### src/assert_macros.svh
// Assertion macros shared by the posture classifier RTL.
// No dependencies; include with the bare file name.
`ifndef ASSERT_MACROS_SVH
`define ASSERT_MACROS_SVH

// Same-cycle implication, checked on the rising edge of aclk outside reset.
`define OAPC_ASSERT_IMPL(label, ante, cons) \
    label: assert property (@(posedge aclk) disable iff (!aresetn) (ante) |-> (cons)) \
        else $error("oapc assertion failed");

// Next-cycle implication, checked on the rising edge of aclk outside reset.
`define OAPC_ASSERT_NEXT(label, ante, cons) \
    label: assert property (@(posedge aclk) disable iff (!aresetn) (ante) |=> (cons)) \
        else $error("oapc assertion failed");

`endif

### src/oapc_pkg.sv
// Package for the orientation average posture classifier.
// Holds the sample type, register map, class codes and pipeline control struct.
// No dependencies.
package oapc_pkg;

    // Angle samples and means: degrees times 128, two's complement.
    localparam int ANGLE_W = 16;
    typedef logic signed [ANGLE_W-1:0] angle_t;

    // Configuration port geometry.
    localparam int ADDR_W = 5;
    localparam int DATA_W = 32;
    localparam int IDX_W  = 3;

    typedef enum logic [IDX_W-1:0] {
        REG_REST_LOW  = 3'd0,
        REG_REST_HIGH = 3'd1,
        REG_UP_LOW    = 3'd2,
        REG_UP_HIGH   = 3'd3,
        REG_DOWN_LOW  = 3'd4,
        REG_DOWN_HIGH = 3'd5
    } reg_idx_t;

    // Reset values of the band bounds.
    localparam angle_t REST_LOW_RST  = -16'sd2560;
    localparam angle_t REST_HIGH_RST = 16'sd3840;
    localparam angle_t UP_LOW_RST    = 16'sd4480;
    localparam angle_t UP_HIGH_RST   = 16'sd8960;
    localparam angle_t DOWN_LOW_RST  = -16'sd7680;
    localparam angle_t DOWN_HIGH_RST = -16'sd4480;

    typedef struct packed {
        angle_t rest_low;
        angle_t rest_high;
        angle_t up_low;
        angle_t up_high;
        angle_t down_low;
        angle_t down_high;
    } band_cfg_t;

    // Posture class codes.
    localparam int CLASS_W = 2;
    typedef enum logic [CLASS_W-1:0] {
        CLASS_NONE = 2'd0,
        CLASS_REST = 2'd1,
        CLASS_UP   = 2'd2,
        CLASS_DOWN = 2'd3
    } posture_t;

    // Pipeline: window/sum, multiply, estimate, correct, classify.
    localparam int PIPE_DEPTH = 5;

    typedef struct packed {
        logic                  accept;
        logic [PIPE_DEPTH-1:0] load;
        logic [PIPE_DEPTH-1:0] occupied;
    } pipe_ctl_t;

endpackage

### src/oapc_band_regs.sv
// APB register block holding the six pitch band bounds.
// Depends on oapc_pkg for the register map and band_cfg_t.
module oapc_band_regs (
    input  logic                        aclk,
    input  logic                        aresetn,
    input  logic                        psel,
    input  logic                        penable,
    input  logic                        pwrite,
    input  logic [oapc_pkg::ADDR_W-1:0] paddr,
    input  logic [oapc_pkg::DATA_W-1:0] pwdata,
    output logic [oapc_pkg::DATA_W-1:0] prdata,
    output logic                        pready,
    output oapc_pkg::band_cfg_t         band_cfg
);

    oapc_pkg::band_cfg_t  cfg_reg;
    oapc_pkg::reg_idx_t   idx;
    oapc_pkg::angle_t     wr_val;
    oapc_pkg::angle_t     rd_val;
    logic                 wr_en;

    assign pready = 1'b1;
    assign idx    = oapc_pkg::reg_idx_t'(paddr[oapc_pkg::ADDR_W-1:2]);
    assign wr_en  = psel && penable && pwrite;
    assign wr_val = oapc_pkg::angle_t'(pwdata[oapc_pkg::ANGLE_W-1:0]);

    // Register writes; indexes past the last register are ignored.
    always_ff @(posedge aclk) begin
        if (!aresetn) begin
            cfg_reg.rest_low  <= oapc_pkg::REST_LOW_RST;
            cfg_reg.rest_high <= oapc_pkg::REST_HIGH_RST;
            cfg_reg.up_low    <= oapc_pkg::UP_LOW_RST;
            cfg_reg.up_high   <= oapc_pkg::UP_HIGH_RST;
            cfg_reg.down_low  <= oapc_pkg::DOWN_LOW_RST;
            cfg_reg.down_high <= oapc_pkg::DOWN_HIGH_RST;
        end else if (wr_en) begin
            unique case (idx)
                oapc_pkg::REG_REST_LOW:  cfg_reg.rest_low  <= wr_val;
                oapc_pkg::REG_REST_HIGH: cfg_reg.rest_high <= wr_val;
                oapc_pkg::REG_UP_LOW:    cfg_reg.up_low    <= wr_val;
                oapc_pkg::REG_UP_HIGH:   cfg_reg.up_high   <= wr_val;
                oapc_pkg::REG_DOWN_LOW:  cfg_reg.down_low  <= wr_val;
                oapc_pkg::REG_DOWN_HIGH: cfg_reg.down_high <= wr_val;
                default: ;
            endcase
        end
    end

    // Read mux, sign-extended to the bus width.
    always_comb begin
        unique case (idx)
            oapc_pkg::REG_REST_LOW:  rd_val = cfg_reg.rest_low;
            oapc_pkg::REG_REST_HIGH: rd_val = cfg_reg.rest_high;
            oapc_pkg::REG_UP_LOW:    rd_val = cfg_reg.up_low;
            oapc_pkg::REG_UP_HIGH:   rd_val = cfg_reg.up_high;
            oapc_pkg::REG_DOWN_LOW:  rd_val = cfg_reg.down_low;
            oapc_pkg::REG_DOWN_HIGH: rd_val = cfg_reg.down_high;
            default:                 rd_val = '0;
        endcase
    end

    assign prdata   = oapc_pkg::DATA_W'(rd_val);
    assign band_cfg = cfg_reg;

endmodule

### src/oapc_pipe_ctrl.sv
// Valid/ready control for the five-stage pipeline.
// Depends on oapc_pkg for pipe_ctl_t and PIPE_DEPTH.
module oapc_pipe_ctrl (
    input  logic                aclk,
    input  logic                aresetn,
    input  logic                s_valid,
    output logic                s_ready,
    output logic                m_valid,
    input  logic                m_ready,
    output oapc_pkg::pipe_ctl_t ctl
);

    localparam int D = oapc_pkg::PIPE_DEPTH;

    logic [D-1:0] vld_reg;
    logic [D-1:0] vld_next;
    logic [D:0]   rdy;

    // A stage may load when it is empty or its content moves on this cycle.
    always_comb begin
        rdy[D] = m_ready;
        for (int k = D - 1; k >= 0; k--) begin
            rdy[k] = !vld_reg[k] || rdy[k+1];
        end
    end

    // Valid bits follow the data down the pipeline.
    always_comb begin
        vld_next = vld_reg;
        if (rdy[0]) begin
            vld_next[0] = s_valid;
        end
        for (int k = 1; k < D; k++) begin
            if (rdy[k]) begin
                vld_next[k] = vld_reg[k-1];
            end
        end
    end

    always_ff @(posedge aclk) begin
        if (!aresetn) begin
            vld_reg <= '0;
        end else begin
            vld_reg <= vld_next;
        end
    end

    assign s_ready      = rdy[0];
    assign m_valid      = vld_reg[D-1];
    assign ctl.accept   = s_valid && rdy[0];
    assign ctl.load     = rdy[D-1:0];
    assign ctl.occupied = vld_reg;

endmodule

### src/oapc_axis_avg.sv
// One axis: sample window, running sum and floored division by the window length.
// Depends on oapc_pkg for angle_t and pipe_ctl_t.
module oapc_axis_avg #(
    parameter int WINDOW_LENGTH = 8
) (
    input  logic                aclk,
    input  logic                aresetn,
    input  oapc_pkg::pipe_ctl_t ctl,
    input  oapc_pkg::angle_t    sample,
    output oapc_pkg::angle_t    mean
);

    localparam int CNT_W = $clog2(WINDOW_LENGTH);
    localparam int U_W   = oapc_pkg::ANGLE_W + CNT_W;
    localparam int P_W   = 2 * U_W;
    // Offset that makes every sum non-negative: 32768 times the length.
    localparam logic [U_W-1:0] OFFSET = U_W'(WINDOW_LENGTH) << (oapc_pkg::ANGLE_W - 1);
    // Truncated reciprocal; the estimate is the quotient or one below it.
    localparam logic [U_W-1:0] RECIP  = U_W'((64'd1 << U_W) / WINDOW_LENGTH);
    localparam logic [U_W-1:0] NLEN   = U_W'(WINDOW_LENGTH);

    oapc_pkg::angle_t        win_reg [WINDOW_LENGTH];
    logic signed [U_W-1:0]   sum_reg;
    logic signed [U_W-1:0]   sum_next;
    logic [U_W-1:0]          u1_reg;
    logic [U_W-1:0]          u2_reg;
    logic [P_W-1:0]          prod_reg;
    logic [oapc_pkg::ANGLE_W-1:0] qe_reg;
    logic [U_W-1:0]          qn_reg;
    logic [U_W-1:0]          u3_reg;
    logic [U_W-1:0]          rem;
    logic [oapc_pkg::ANGLE_W-1:0] quot;
    oapc_pkg::angle_t        mean_reg;

    // Running sum: add the new sample, drop the oldest one.
    assign sum_next = sum_reg + U_W'(sample) - U_W'(win_reg[WINDOW_LENGTH-1]);

    // Window shift line and running sum, updated on each accepted transaction.
    always_ff @(posedge aclk) begin
        if (!aresetn) begin
            for (int i = 0; i < WINDOW_LENGTH; i++) begin
                win_reg[i] <= '0;
            end
            sum_reg <= '0;
        end else if (ctl.accept) begin
            win_reg[0] <= sample;
            for (int i = 1; i < WINDOW_LENGTH; i++) begin
                win_reg[i] <= win_reg[i-1];
            end
            sum_reg <= sum_next;
        end
    end

    // Stage 1: offset sum.
    always_ff @(posedge aclk) begin
        if (ctl.load[0]) begin
            u1_reg <= $unsigned(sum_next) + OFFSET;
        end
    end

    // Stage 2: multiply by the reciprocal.
    always_ff @(posedge aclk) begin
        if (ctl.load[1]) begin
            prod_reg <= P_W'(u1_reg) * P_W'(RECIP);
            u2_reg   <= u1_reg;
        end
    end

    // Stage 3: quotient estimate and its product with the length.
    always_ff @(posedge aclk) begin
        if (ctl.load[2]) begin
            qe_reg <= prod_reg[U_W +: oapc_pkg::ANGLE_W];
            qn_reg <= U_W'(prod_reg[P_W-1:U_W] * NLEN);
            u3_reg <= u2_reg;
        end
    end

    // Stage 4: correct the estimate, then remove the offset by flipping the top bit.
    assign rem  = u3_reg - qn_reg;
    assign quot = qe_reg + oapc_pkg::ANGLE_W'(rem >= NLEN);

    always_ff @(posedge aclk) begin
        if (ctl.load[3]) begin
            mean_reg <= oapc_pkg::angle_t'({~quot[oapc_pkg::ANGLE_W-1],
                                             quot[oapc_pkg::ANGLE_W-2:0]});
        end
    end

    assign mean = mean_reg;

endmodule

### src/orientation_average_posture_classifier_core.sv
// Top level of the orientation average posture classifier.
// Depends on oapc_pkg, assert_macros.svh, oapc_band_regs, oapc_pipe_ctrl, oapc_axis_avg.
//
//   Channel  | Ports                                      | Moves
//   ---------+--------------------------------------------+-------------------------------
//   input    | s_valid/s_ready, s_*_sample                | one yaw/pitch/roll transaction
//   result   | m_valid/m_ready, m_*_mean, m_posture_class | three means and a posture class
//   config   | psel/penable/pwrite/paddr/pwdata           | one band bound register
//
// One transaction is accepted per cycle unless a result-side stall holds s_ready low.
// The depth is set by the reciprocal multiply, its correction and the band compare.
// Reset clears the windows, running sums and valid bits and loads the band bound reset values.
// A stall on the result side holds only the stages behind a full stage; bubbles close up.
module orientation_average_posture_classifier_core #(
    parameter int WINDOW_LENGTH = 8
) (
    input  logic                         aclk,
    input  logic                         aresetn,
    input  logic                         s_valid,
    output logic                         s_ready,
    input  oapc_pkg::angle_t             s_yaw_sample,
    input  oapc_pkg::angle_t             s_pitch_sample,
    input  oapc_pkg::angle_t             s_roll_sample,
    output logic                         m_valid,
    input  logic                         m_ready,
    output oapc_pkg::angle_t             m_yaw_mean,
    output oapc_pkg::angle_t             m_pitch_mean,
    output oapc_pkg::angle_t             m_roll_mean,
    output logic [oapc_pkg::CLASS_W-1:0] m_posture_class,
    input  logic                         psel,
    input  logic                         penable,
    input  logic                         pwrite,
    input  logic [oapc_pkg::ADDR_W-1:0]  paddr,
    input  logic [oapc_pkg::DATA_W-1:0]  pwdata,
    output logic [oapc_pkg::DATA_W-1:0]  prdata,
    output logic                         pready
);

    `include "assert_macros.svh"

    localparam int D = oapc_pkg::PIPE_DEPTH;

    oapc_pkg::pipe_ctl_t ctl;
    oapc_pkg::band_cfg_t band_cfg;
    oapc_pkg::angle_t    yaw_mean;
    oapc_pkg::angle_t    pitch_mean;
    oapc_pkg::angle_t    roll_mean;
    oapc_pkg::posture_t  class_next;
    oapc_pkg::angle_t    yaw_reg;
    oapc_pkg::angle_t    pitch_reg;
    oapc_pkg::angle_t    roll_reg;
    oapc_pkg::posture_t  class_reg;

    oapc_band_regs u_regs (
        .aclk     (aclk),
        .aresetn  (aresetn),
        .psel     (psel),
        .penable  (penable),
        .pwrite   (pwrite),
        .paddr    (paddr),
        .pwdata   (pwdata),
        .prdata   (prdata),
        .pready   (pready),
        .band_cfg (band_cfg)
    );

    oapc_pipe_ctrl u_ctrl (
        .aclk    (aclk),
        .aresetn (aresetn),
        .s_valid (s_valid),
        .s_ready (s_ready),
        .m_valid (m_valid),
        .m_ready (m_ready),
        .ctl     (ctl)
    );

    oapc_axis_avg #(.WINDOW_LENGTH(WINDOW_LENGTH)) u_yaw (
        .aclk    (aclk),
        .aresetn (aresetn),
        .ctl     (ctl),
        .sample  (s_yaw_sample),
        .mean    (yaw_mean)
    );

    oapc_axis_avg #(.WINDOW_LENGTH(WINDOW_LENGTH)) u_pitch (
        .aclk    (aclk),
        .aresetn (aresetn),
        .ctl     (ctl),
        .sample  (s_pitch_sample),
        .mean    (pitch_mean)
    );

    oapc_axis_avg #(.WINDOW_LENGTH(WINDOW_LENGTH)) u_roll (
        .aclk    (aclk),
        .aresetn (aresetn),
        .ctl     (ctl),
        .sample  (s_roll_sample),
        .mean    (roll_mean)
    );

    // Open band tests on the pitch mean; later bands take priority.
    always_comb begin
        class_next = oapc_pkg::CLASS_NONE;
        if (pitch_mean > band_cfg.rest_low && pitch_mean < band_cfg.rest_high) begin
            class_next = oapc_pkg::CLASS_REST;
        end
        if (pitch_mean > band_cfg.up_low && pitch_mean < band_cfg.up_high) begin
            class_next = oapc_pkg::CLASS_UP;
        end
        if (pitch_mean > band_cfg.down_low && pitch_mean < band_cfg.down_high) begin
            class_next = oapc_pkg::CLASS_DOWN;
        end
    end

    // Stage 5: result register.
    always_ff @(posedge aclk) begin
        if (ctl.load[D-1]) begin
            yaw_reg   <= yaw_mean;
            pitch_reg <= pitch_mean;
            roll_reg  <= roll_mean;
            class_reg <= class_next;
        end
    end

    assign m_yaw_mean      = yaw_reg;
    assign m_pitch_mean    = pitch_reg;
    assign m_roll_mean     = roll_reg;
    assign m_posture_class = class_reg;

    // A full pipeline under a stalled output takes no new transaction.
    `OAPC_ASSERT_IMPL(a_full_blocks_input, (&ctl.occupied) && !m_ready, !s_ready)
    // An accepted transaction occupies the first stage on the next cycle.
    `OAPC_ASSERT_NEXT(a_accept_fills_first, ctl.accept, ctl.occupied[0])
    // A taken result with nothing behind it leaves the output empty.
    `OAPC_ASSERT_NEXT(a_drain_empties_output, m_valid && m_ready && !ctl.occupied[D-2], !m_valid)

endmodule
### config.mk
export PLATFORM = sky130hd
export DESIGN_NAME = orientation_average_posture_classifier_core
export DESIGN_NICKNAME = d
export VERILOG_FILES = /design/src/oapc_pkg.sv /design/src/oapc_band_regs.sv /design/src/oapc_pipe_ctrl.sv /design/src/oapc_axis_avg.sv /design/src/orientation_average_posture_classifier_core.sv
export VERILOG_INCLUDE_DIRS = /design/src /design/src/src
export SDC_FILE = /design/constraint.sdc
export NUM_CORES = 1
export LEC_CHECK = 0
export BUFFER_PORTS_ARGS = -buffer_cell sky130_fd_sc_hd__buf_2
export CORE_ASPECT_RATIO = 1.75
export CORE_MARGIN = 3
export CORE_UTILIZATION = 60
export DETAILED_ROUTE_END_ITERATION = 12
export GPL_ROUTABILITY_DRIVEN = 0
export GPL_TIMING_DRIVEN = 0
export PLACE_DENSITY = 0.82
export SYNTH_ARGS = -nofsm -noshare
export SYNTH_HDL_FRONTEND = slang
export SYNTH_SLANG_ARGS = --single-unit
### constraint.sdc
create_clock -name aclk -period 16.07 [get_ports aclk]
set_clock_uncertainty 0.1 [all_clocks]
set_input_delay 3.214 -clock aclk [delete_from_list [all_inputs] [get_ports aclk]]
set_output_delay 3.214 -clock aclk [all_outputs]
set_load 0.01 [all_outputs]
==> Word-level counts from Yosys, hierarchy flattened <==
Memory sizes are Yosys's and may differ from the RTL's.
Index checks and enable logic that the tools add are counted.
{ "word_totals": {"regBits": 475, "mem_bits_rw": 384, "input_bits": 92, "output_inout_bits": 85, "word_cells": 148, "n_memories": 3} }
{ "memory_table": {"columns": ["memory", "words", "word_bits", "read_ports", "rd_clocked_by_memory_dff", "write_ports", "line", "source"], "rows": [
  ["u_pitch.win_reg", 8, 16, 8, 0, 8, "oapc_axis_avg.sv:22", "oapc_pkg::angle_t win_reg [WINDOW_LENGTH];"],
  ["u_roll.win_reg", 8, 16, 8, 0, 8, "oapc_axis_avg.sv:22", null],
  ["u_yaw.win_reg", 8, 16, 8, 0, 8, "oapc_axis_avg.sv:22", null]
]} }
{ "op_classes": {"addsub": 15, "magnitude_cmp": 9, "n_eq_ne": 5, "n_mux": 31, "n_bitwise": 27, "n_reduce_logical": 24} }
{ "ops": {"columns": ["op", "n"], "rows": [
  ["$mux 16", 24],
  ["$pmux 16 s6", 1],
  ["$add 19x16->19", 3],
  ["$add 19x19->19 const B", 3],
  ["$ge 19x4->1 const B", 3],
  ["$sub 19x16->19", 3],
  ["$sub 19x19->19", 3],
  ["$add 16x1->16", 3],
  ["$gt 16x16->1", 3],
  ["$lt 16x16->1", 3],
  ["$or 1x1->1", 24],
  ["$reduce_and 2->1", 6],
  ["$eq 3x2->1 const B", 2],
  ["$eq 3x3->1 const B", 2],
  ["$logic_and 1x1->1", 6],
  ["$mux 1", 6],
  ["$logic_not 1->1", 5],
  ["$logic_or 1x1->1", 5],
  ["$eq 3x1->1 const B", 1],
  ["$logic_not 3->1", 1],
  ["$not 1->1", 3],
  ["$reduce_or 2->1", 1]
]} }

==> Logic depth before layout (Yosys ltp) <==
Gate-level depths: netlist of run 1.
{ "logic_depth": {"word_depth": 11, "ltp_mapped": 13, "ltp_nobuf": 12} }

==> Hierarchy <==
Synthesis of run 1 repeated with hierarchy kept, for this count alone.
{ "unflattened": {"hier_cells": 2773, "area_unflattened_um2": 35491.5} }
{ "modules_own_cells": {"columns": ["mod", "n_inst", "cells_each", "area_each_um2", "seq_area_each_um2"], "rows": [
  ["oapc_axis_avg at u_roll", 1, 645, 8998.6, 6145.9],
  ["oapc_axis_avg at u_yaw", 1, 631, 8972.4, 6145.9],
  ["oapc_axis_avg at u_pitch", 1, 628, 8924.8, 6145.9],
  ["oapc_band_regs", 1, 464, 4454.3, 1921.8],
  ["orientation_average_posture_classifier_core", 1, 379, 3913.8, 1501.4],
  ["oapc_pipe_ctrl", 1, 26, 227.7, 100.1]
]} }

==> Worst setup path after synthesis of run 1 <==
OpenSTA, ideal clock, no wires.
{ "synth_path": {"path_type": "in2reg", "start": "in m_ready", "end": "reg u_pitch.sum_reg[15]", "setup_ns": 0.493, "arrival_time_ns": 12.146, "t_required_ns": 15.477, "slack_ns": 3.331, "cell_stages": 8, "path_buffers": 2, "path_cell_list": "nor2b_1 > and3_1 > buf_2 > a31oi_4 > buf_2 > nor2_1 > inv_1 > o32ai_1"} }
{ "synth_via": {"elab_chain_len": 6} }
{ "synth_rtl": {"columns": ["item", "line", "source"], "rows": [
  ["from (decl)", "orientation_average_posture_classifier_core.sv:25", "input logic m_ready,"],
  ["$logic_or 1x1->1 (5 in series)", "oapc_pipe_ctrl.sv:23", "rdy[k] = !vld_reg[k] || rdy[k+1];"],
  ["$logic_and 1x1->1", "oapc_pipe_ctrl.sv:50", "assign ctl.accept = s_valid && rdy[0];"],
  ["to (signal assigned)", "oapc_axis_avg.sv:50", "sum_reg <= sum_next;"],
  ["to (decl)", "oapc_axis_avg.sv:23", "logic signed [U_W-1:0] sum_reg;"]
]} }
No other way between the ends.
A chain may end at the register's enable or synchronous reset.

==> Worst setup path after layout of run 1 <==
{ "layout_path": {"start": "in paddr[4] (netlist bit)", "end": "out prdata[24] (netlist bit)"} }
{ "layout_via": {"elab_chain_len": 2, "word_cells_on_any_way": 7, "cone_classes": "eq/ne (5); mux (1); reduce/logical (1)"} }
{ "layout_rtl": {"columns": ["item", "line", "source"], "rows": [
  ["from (decl)", "orientation_average_posture_classifier_core.sv:33", "input logic [oapc_pkg::ADDR_W-1:0] paddr,"],
  ["$eq 3x3->1 (tied with other cells)", "oapc_band_regs.sv:51", "unique case (idx)"],
  ["$pmux 16 s6 *", "oapc_band_regs.sv:51", null],
  ["to (decl)", "orientation_average_posture_classifier_core.sv:35", "output logic [oapc_pkg::DATA_W-1:0] prdata,"]
]} }
Every way passes the cells marked *; elsewhere a longest branch is shown, timed or not.

==> results of run 1 <==
## worst paths after layout
| path | endpoint | cells past startpoint | start | slack [ns] |
|---|---|---|---|---|
| worst max-delay path | prdata[24] | 7 | paddr[4] | 7.03 |
| worst min-delay path | u_roll.mean[4]$_DFFE_PP_ | 0 | u_roll.u3_reg[7]$_DFFE_PP_ | 0.30 |
| worst max register to register | u_roll.win_reg[0][26]$_SDFFCE_PN0P_ | 9 | u_ctrl.vld_reg[4]$_SDFFE_PN0P_ | 11.82 |
| worst min register to register | u_roll.mean[4]$_DFFE_PP_ | 0 | u_roll.u3_reg[7]$_DFFE_PP_ | 0.30 |
## worst max-delay path, delay by kind of cell
family / cells / cell delay (ns)
and+or+nand+nor: 2 / 1.34
buffers and inverters: 4 / 1.02
AOI/OAI and AO/OA: 1 / 0.14
## through the flow
step | total power, mW | setup WS [ns] | std cells
detailed placement | 4.71 | 6.76 | 3734
finish | 6.39 | 7.03 | 3862
global placement | 4.61 | 0.421 | 3727
floorplan | 4.15 | 3.33 | 2810
CTS | 6.37 | 6.75 | 3862
global route | 6.68 | 6.93 | 3862
## power by group through the flow
| stage | clock network (mW) | registers [mW] | logic (mW) |
|---|---|---|---|
| final | 1.66 | 2.99 | 1.74 |
| after detailed placement | 0 | 3.03 | 1.69 |
| after CTS | 1.68 | 2.99 | 1.71 |
| after floorplan | 0 | 2.98 | 1.18 |
| after global placement | 0 | 3.02 | 1.59 |
| after global routing | 1.75 | 3.02 | 1.91 |
## kinds of logic (layout without fill, tap and decap cells)
group,count (synthesis),in the layout
AOI/OAI and AO/OA,421,421
buffers and inverters,471,763
muxes,8,8
and+or+nand+nor,867,867
xor gates and xnor gates,51,51
other,1,1
DFF,784,784
adders and majority gates,207,207
## layer usage
layer	part of all wire (%)	global-route usage, %	vias up	routed length (um)
li1	-	-	10400	-
met1	33	28.5	11100	27500
met2	52	49.2	1120	42700
met3	7.1	4.54	411	5870
met4	7.9	18.9	0	6490
met5	0	0	-	0
## synth_stat cells, types with 26 or more instances
library cell	n	area, um2
edfxtp_1	626	18800
inv_1	322	1210
nand4_1	26	163
and2_1	110	688
nand2_1	264	991
nor2_1	103	387
a21oi_1	165	826
and3_1	251	1570
a21o_1	37	278
a22oi_1	49	368
xnor2_1	36	315
clkbuf_1	107	402
o211ai_1	30	225
fa_1	54	1080
ha_1	153	1910
dfxtp_1	158	3160
o21ai_0	39	195
nand3_1	34	170
## area by class of cell
cell class	instances	area share [%]
Buffer	149	1.68
Clock inverter	41	0.964
Tap cell	760	2.45
Timing Repair Buffer	164	2.43
Sequential cell	784	56.6
Multi-Input combinational cell	1555	27.9
Clock buffer	87	4.84
Inverter	322	3.13
==> flow_metrics.env, run 1 <==
export IMPL_slew_headroom_pct=30.4
export IMPL_syn_inst=2810
export IMPL_io_buffers=157
export IMPL_synth_top_family_by_area="simple AND/OR/NAND/NOR gates"
export IMPL_path_class="input pin to primary output"
export IMPL_final_antenna_net_count=0
export IMPL_power_switching_mw=2.01
export IMPL_ir_drop_v=0.0000977
export IMPL_grt_overflow=0
export IMPL_cts_buffers=70
export IMPL_routed_wirelength_um=82600
export IMPL_wire_per_inst_um=21.4
export IMPL_synth_edf_count=626
export IMPL_p_per_area_nw_per_um2=165
export IMPL_cp_max_fo=17
export IMPL_synth_xor_area_share_pct=1.29
export IMPL_yosysWarnings=0
export IMPL_crit_path_end_kind="primary output"
export IMPL_grt_pass1_vias=23700
export IMPL_design_portCount=177
export IMPL_fin_crit_ns=9.04
export IMPL_seqPwrFrac_pct=46.8
export IMPL_p_int_mw=4.38
export IMPL_synth_adder_area_share_pct=8.65
export IMPL_dp_hpwl_um=59300
export IMPL_tns_ns=0
export IMPL_holdWs_ns=0.304
export IMPL_clk_path_buf_depth=3
export IMPL_synth_simple_area_share_pct=13.0
export IMPL_chipHeight_um=324
export IMPL_slowest_stage="nor3_2"
export IMPL_hold_path_class="register to register"
export IMPL_die_area_um2=60700
export IMPL_syn_area_per_cell_um2=12.3
export IMPL_power_leakage_nw=16.6
export IMPL_clkPwrFrac_pct=26.0
export IMPL_vias_per_cell=5.96
export IMPL_rsz0062_at_grt="false"
export IMPL_layout_common_cells="626 x edfxtp_1, 318 x inv_1, 263 x nand2_1, 251 x and3_1, 175 x buf_2"
export IMPL_drv_slew=0
export IMPL_first_iter_violations=2111
export IMPL_critPathLaunchType="input pin"
export IMPL_layout_commonest_cell="edfxtp_1"
export IMPL_multi_input_area_um2=10800
export IMPL_cts_setup_buffers=0
export IMPL_syn_to_final_growth_pct=12.0
export IMPL_critPathArrivalTime_ns=5.73
export IMPL_p_comb_share_pct=27.2
export IMPL_place_area_um2=36500
export IMPL_drive_gt1_share_pct=10.9
export IMPL_clock_fmax_mhz=111
export IMPL_cts_resized=0
export IMPL_clk_pin_slew_worst_paths_ns=0.06
export IMPL_core_area_um2=56700
export IMPL_firstDrtPassIters=8
export IMPL_cp_required_ns=12.76
export IMPL_yosysUniqueCellTypes=74
export IMPL_cp_cell_sequence="buf_2 -> nor3_2 -> clkbuf_1 -> a22oi_1 -> nand3_1 -> buf_4 -> buf_2"
export IMPL_synth_compound_area_share_pct=8.00
export IMPL_final_area_um2=38800
export IMPL_htree_levels=3
export IMPL_row_count=115
export IMPL_tightest_slew_ns=1.04
export IMPL_start_util_pct=61.1
export IMPL_crit_top_cell="buf_2"
export IMPL_fin_crit_sh_pct=56.3
export IMPL_die_width_um=188
export IMPL_synthMuxAreaShare_pct=0.235
export IMPL_critPathMaxStageDelay_ns=0.85
export IMPL_finalHoldViolCount=0
export IMPL_grt_pass1_wl_um=126000
export IMPL_swShare_pct=31.5
export IMPL_synth_yosys_seq_area_share_pct=63.4
export IMPL_nets=3345
export IMPL_seq_area_um2=22000
export IMPL_syn_num_nets=3109
export IMPL_n_fill_cell=3956
export IMPL_finalSetupViolCount=0
export IMPL_clock_sinks=784
export IMPL_status="finished clean"
export IMPL_maxCapViolations=0
export IMPL_hold_buffers=0
export IMPL_antenna_found_initial=0
export IMPL_detail_route_drc_violations=0
export IMPL_grt_usage_pct=27.1
export IMPL_grt_max_degree=146
export IMPL_cts_tree="yes"
export IMPL_utilization_pct=68.4
export IMPL_synth_async_reset_ratio_pct=0
export IMPL_via_count=23000
export IMPL_synthFlopType="edfxtp_1"
export IMPL_clk_latency_ns=0.61
export IMPL_cts_root_buf="clkbuf_16"
export IMPL_netlist_area_um2=34600
export IMPL_ys_ff_latch=784
export IMPL_n_antenna_cell=0
(Power assumes the default switching activity.)
==> run 2: changes to the inputs <==
==> constraint.sdc (replaced) <==
create_clock -name aclk -period 8.94 [get_ports aclk]
set_clock_uncertainty 0.1 [all_clocks]
set_input_delay 1.788 -clock aclk [delete_from_list [all_inputs] [get_ports aclk]]
set_output_delay 1.788 -clock aclk [all_outputs]
set_load 0.01 [all_outputs]
==> flow_metrics.env, run 2 (synthesis results as in run 1) <==
export IMPL_status="finished clean"
export IMPL_cts_root_buf="clkbuf_16"
export IMPL_layout_common_cells="626 x edfxtp_1, 318 x inv_1, 263 x nand2_1, 251 x and3_1, 174 x buf_2"
export IMPL_fin_crit_ns=6.40
export IMPL_crit_path_end_kind="primary output"
export IMPL_maxCapViolations=0
export IMPL_cts_setup_buffers=0
export IMPL_path_class="input pin to primary output"
export IMPL_critPathLaunchType="input pin"
export IMPL_place_area_um2=36700
export IMPL_n_fill_cell=3886
export IMPL_cts_tree="yes"
export IMPL_dpl_cell_count=3740
export IMPL_cp_max_fo=17
export IMPL_grt_pass1_wl_um=126000
export IMPL_finalSetupViolCount=0
export IMPL_final_area_um2=39000
export IMPL_htree_levels=3
export IMPL_cts_resized=0
export IMPL_setup_slack_ns=2.54
export IMPL_clk_latency_ns=0.61
export IMPL_gr_usage_met3_pct=4.45
export IMPL_top_usage_layer="met2"
export IMPL_final_antenna_net_count=0
export IMPL_grt_overflow=0
export IMPL_tightest_slew_ns=1.35
export IMPL_ir_drop_v=0.000166
export IMPL_dp_hpwl_um=60100
export IMPL_slew_headroom_pct=9.62
export IMPL_io_buffers=157
export IMPL_row_count=115
export IMPL_grt_max_degree=49
export IMPL_drive_gt1_share_pct=10.9
export IMPL_vias_per_cell=5.90
export IMPL_fin_crit_sh_pct=71.6
export IMPL_hold_path_class="register to register"
export IMPL_grt_util_met2_pct=49.2
export IMPL_clock_fmax_mhz=156
export IMPL_tns_ns=0
export IMPL_firstDrtPassIters=10
export IMPL_syn_to_final_growth_pct=12.6
export IMPL_p_per_area_nw_per_um2=297
export IMPL_die_area_um2=60700
export IMPL_finalNonFillerCells=3868
export IMPL_antenna_found_initial=1
export IMPL_routed_wirelength_um=82300
export IMPL_first_iter_violations=2031
export IMPL_hold_buffers=0
export IMPL_cp_required_ns=7.05
export IMPL_post_place_ws_ns=2.61
export IMPL_clk_pin_slew_worst_paths_ns=0.06
export IMPL_drv_slew=0
export IMPL_power_leakage_nw=16.7
export IMPL_design_portCount=177
export IMPL_core_area_um2=56700
export IMPL_detail_route_drc_violations=0
export IMPL_critPathArrivalTime_ns=4.51
export IMPL_wire_per_inst_um=21.3
export IMPL_die_width_um=188
export IMPL_use_met1_pct=28.0
export IMPL_rsz0062_at_grt="false"
export IMPL_grt_usage_pct=27.1
export IMPL_start_util_pct=61.1
export IMPL_finalHoldViolCount=0
export IMPL_cts_buffers=69
export IMPL_layout_commonest_cell="edfxtp_1"
export IMPL_clk_path_buf_depth=3
export IMPL_grt_pass1_vias=23800
export IMPL_clock_sinks=784
export IMPL_nets=3350
export IMPL_via_count=22800
export IMPL_holdWs_ns=0.314
export IMPL_chipHeight_um=324
[run 2: cell count changes in the layout (fill, tap and decap cells not counted), sizes merged]
cell,previous run,this run
buf,206,212
inv,328,322
bufinv,4,9
clkinvlp,8,3
clkinv,23,27
diode,0,2
[run 2: final timing paths]
path,startpoint,to,slack [ns],depth (start not counted)
worst min register to register,u_pitch.prod_reg[22]$_DFFE_PP_,u_pitch.u3_reg[6]$_DFFE_PP_,0.31,0
worst min-delay path,u_pitch.prod_reg[22]$_DFFE_PP_,u_pitch.u3_reg[6]$_DFFE_PP_,0.31,0
worst max-delay path,paddr[4],prdata[25],2.54,7
worst max register to register,u_ctrl.vld_reg[4]$_SDFFE_PN0P_,u_roll.win_reg[0][12]$_SDFFCE_PN0P_,4.97,11
[run 2: power by group]
| part | internal [mW] | switching [mW] | total, mW |
|---|---|---|---|
| Clock | 1.77 | 1.30 | 3.07 |
| Combinational | 1.25 | 1.87 | 3.12 |
| Sequential | 4.99 | 0.384 | 5.37 |
[run 2: through the flow]
step                      power [mW]  utilization [%]
final                           11.6             68.8
after global placement          8.27             64.2
after global routing            12.1             68.8
after CTS                       11.6             68.8
after detailed placement        8.48             64.6
after floorplan                 7.46                -
[run 2: layout make-up]
cell class	count	area, um2	area share (%)
buffer	149	656	1.68
inverter	322	1210	3.11
multi-input combinational	1555	10800	27.8
clock inverter	39	447	1.15
sequential	784	22000	56.3
clock buffer	87	1890	4.85
timing repair buffer	170	1050	2.68
antenna	2	5.00	0.0128
tap	760	951	2.44
[run 2: worst max-delay path, stage by stage]
cell,delay [ns]
buf_2,0.14
nor3_1,1.07
clkbuf_1,0.54
a22oi_1,0.13
nand3_1,0.49
buf_4,0.22
buf_2,0.12
[run 2: per-layer routing]
layer / routed length [um] / share of wire (%)
met5: 0 / 0
met4: 6670 / 8.1
met3: 5200 / 6.3
met2: 43000 / 52
met1: 27400 / 33
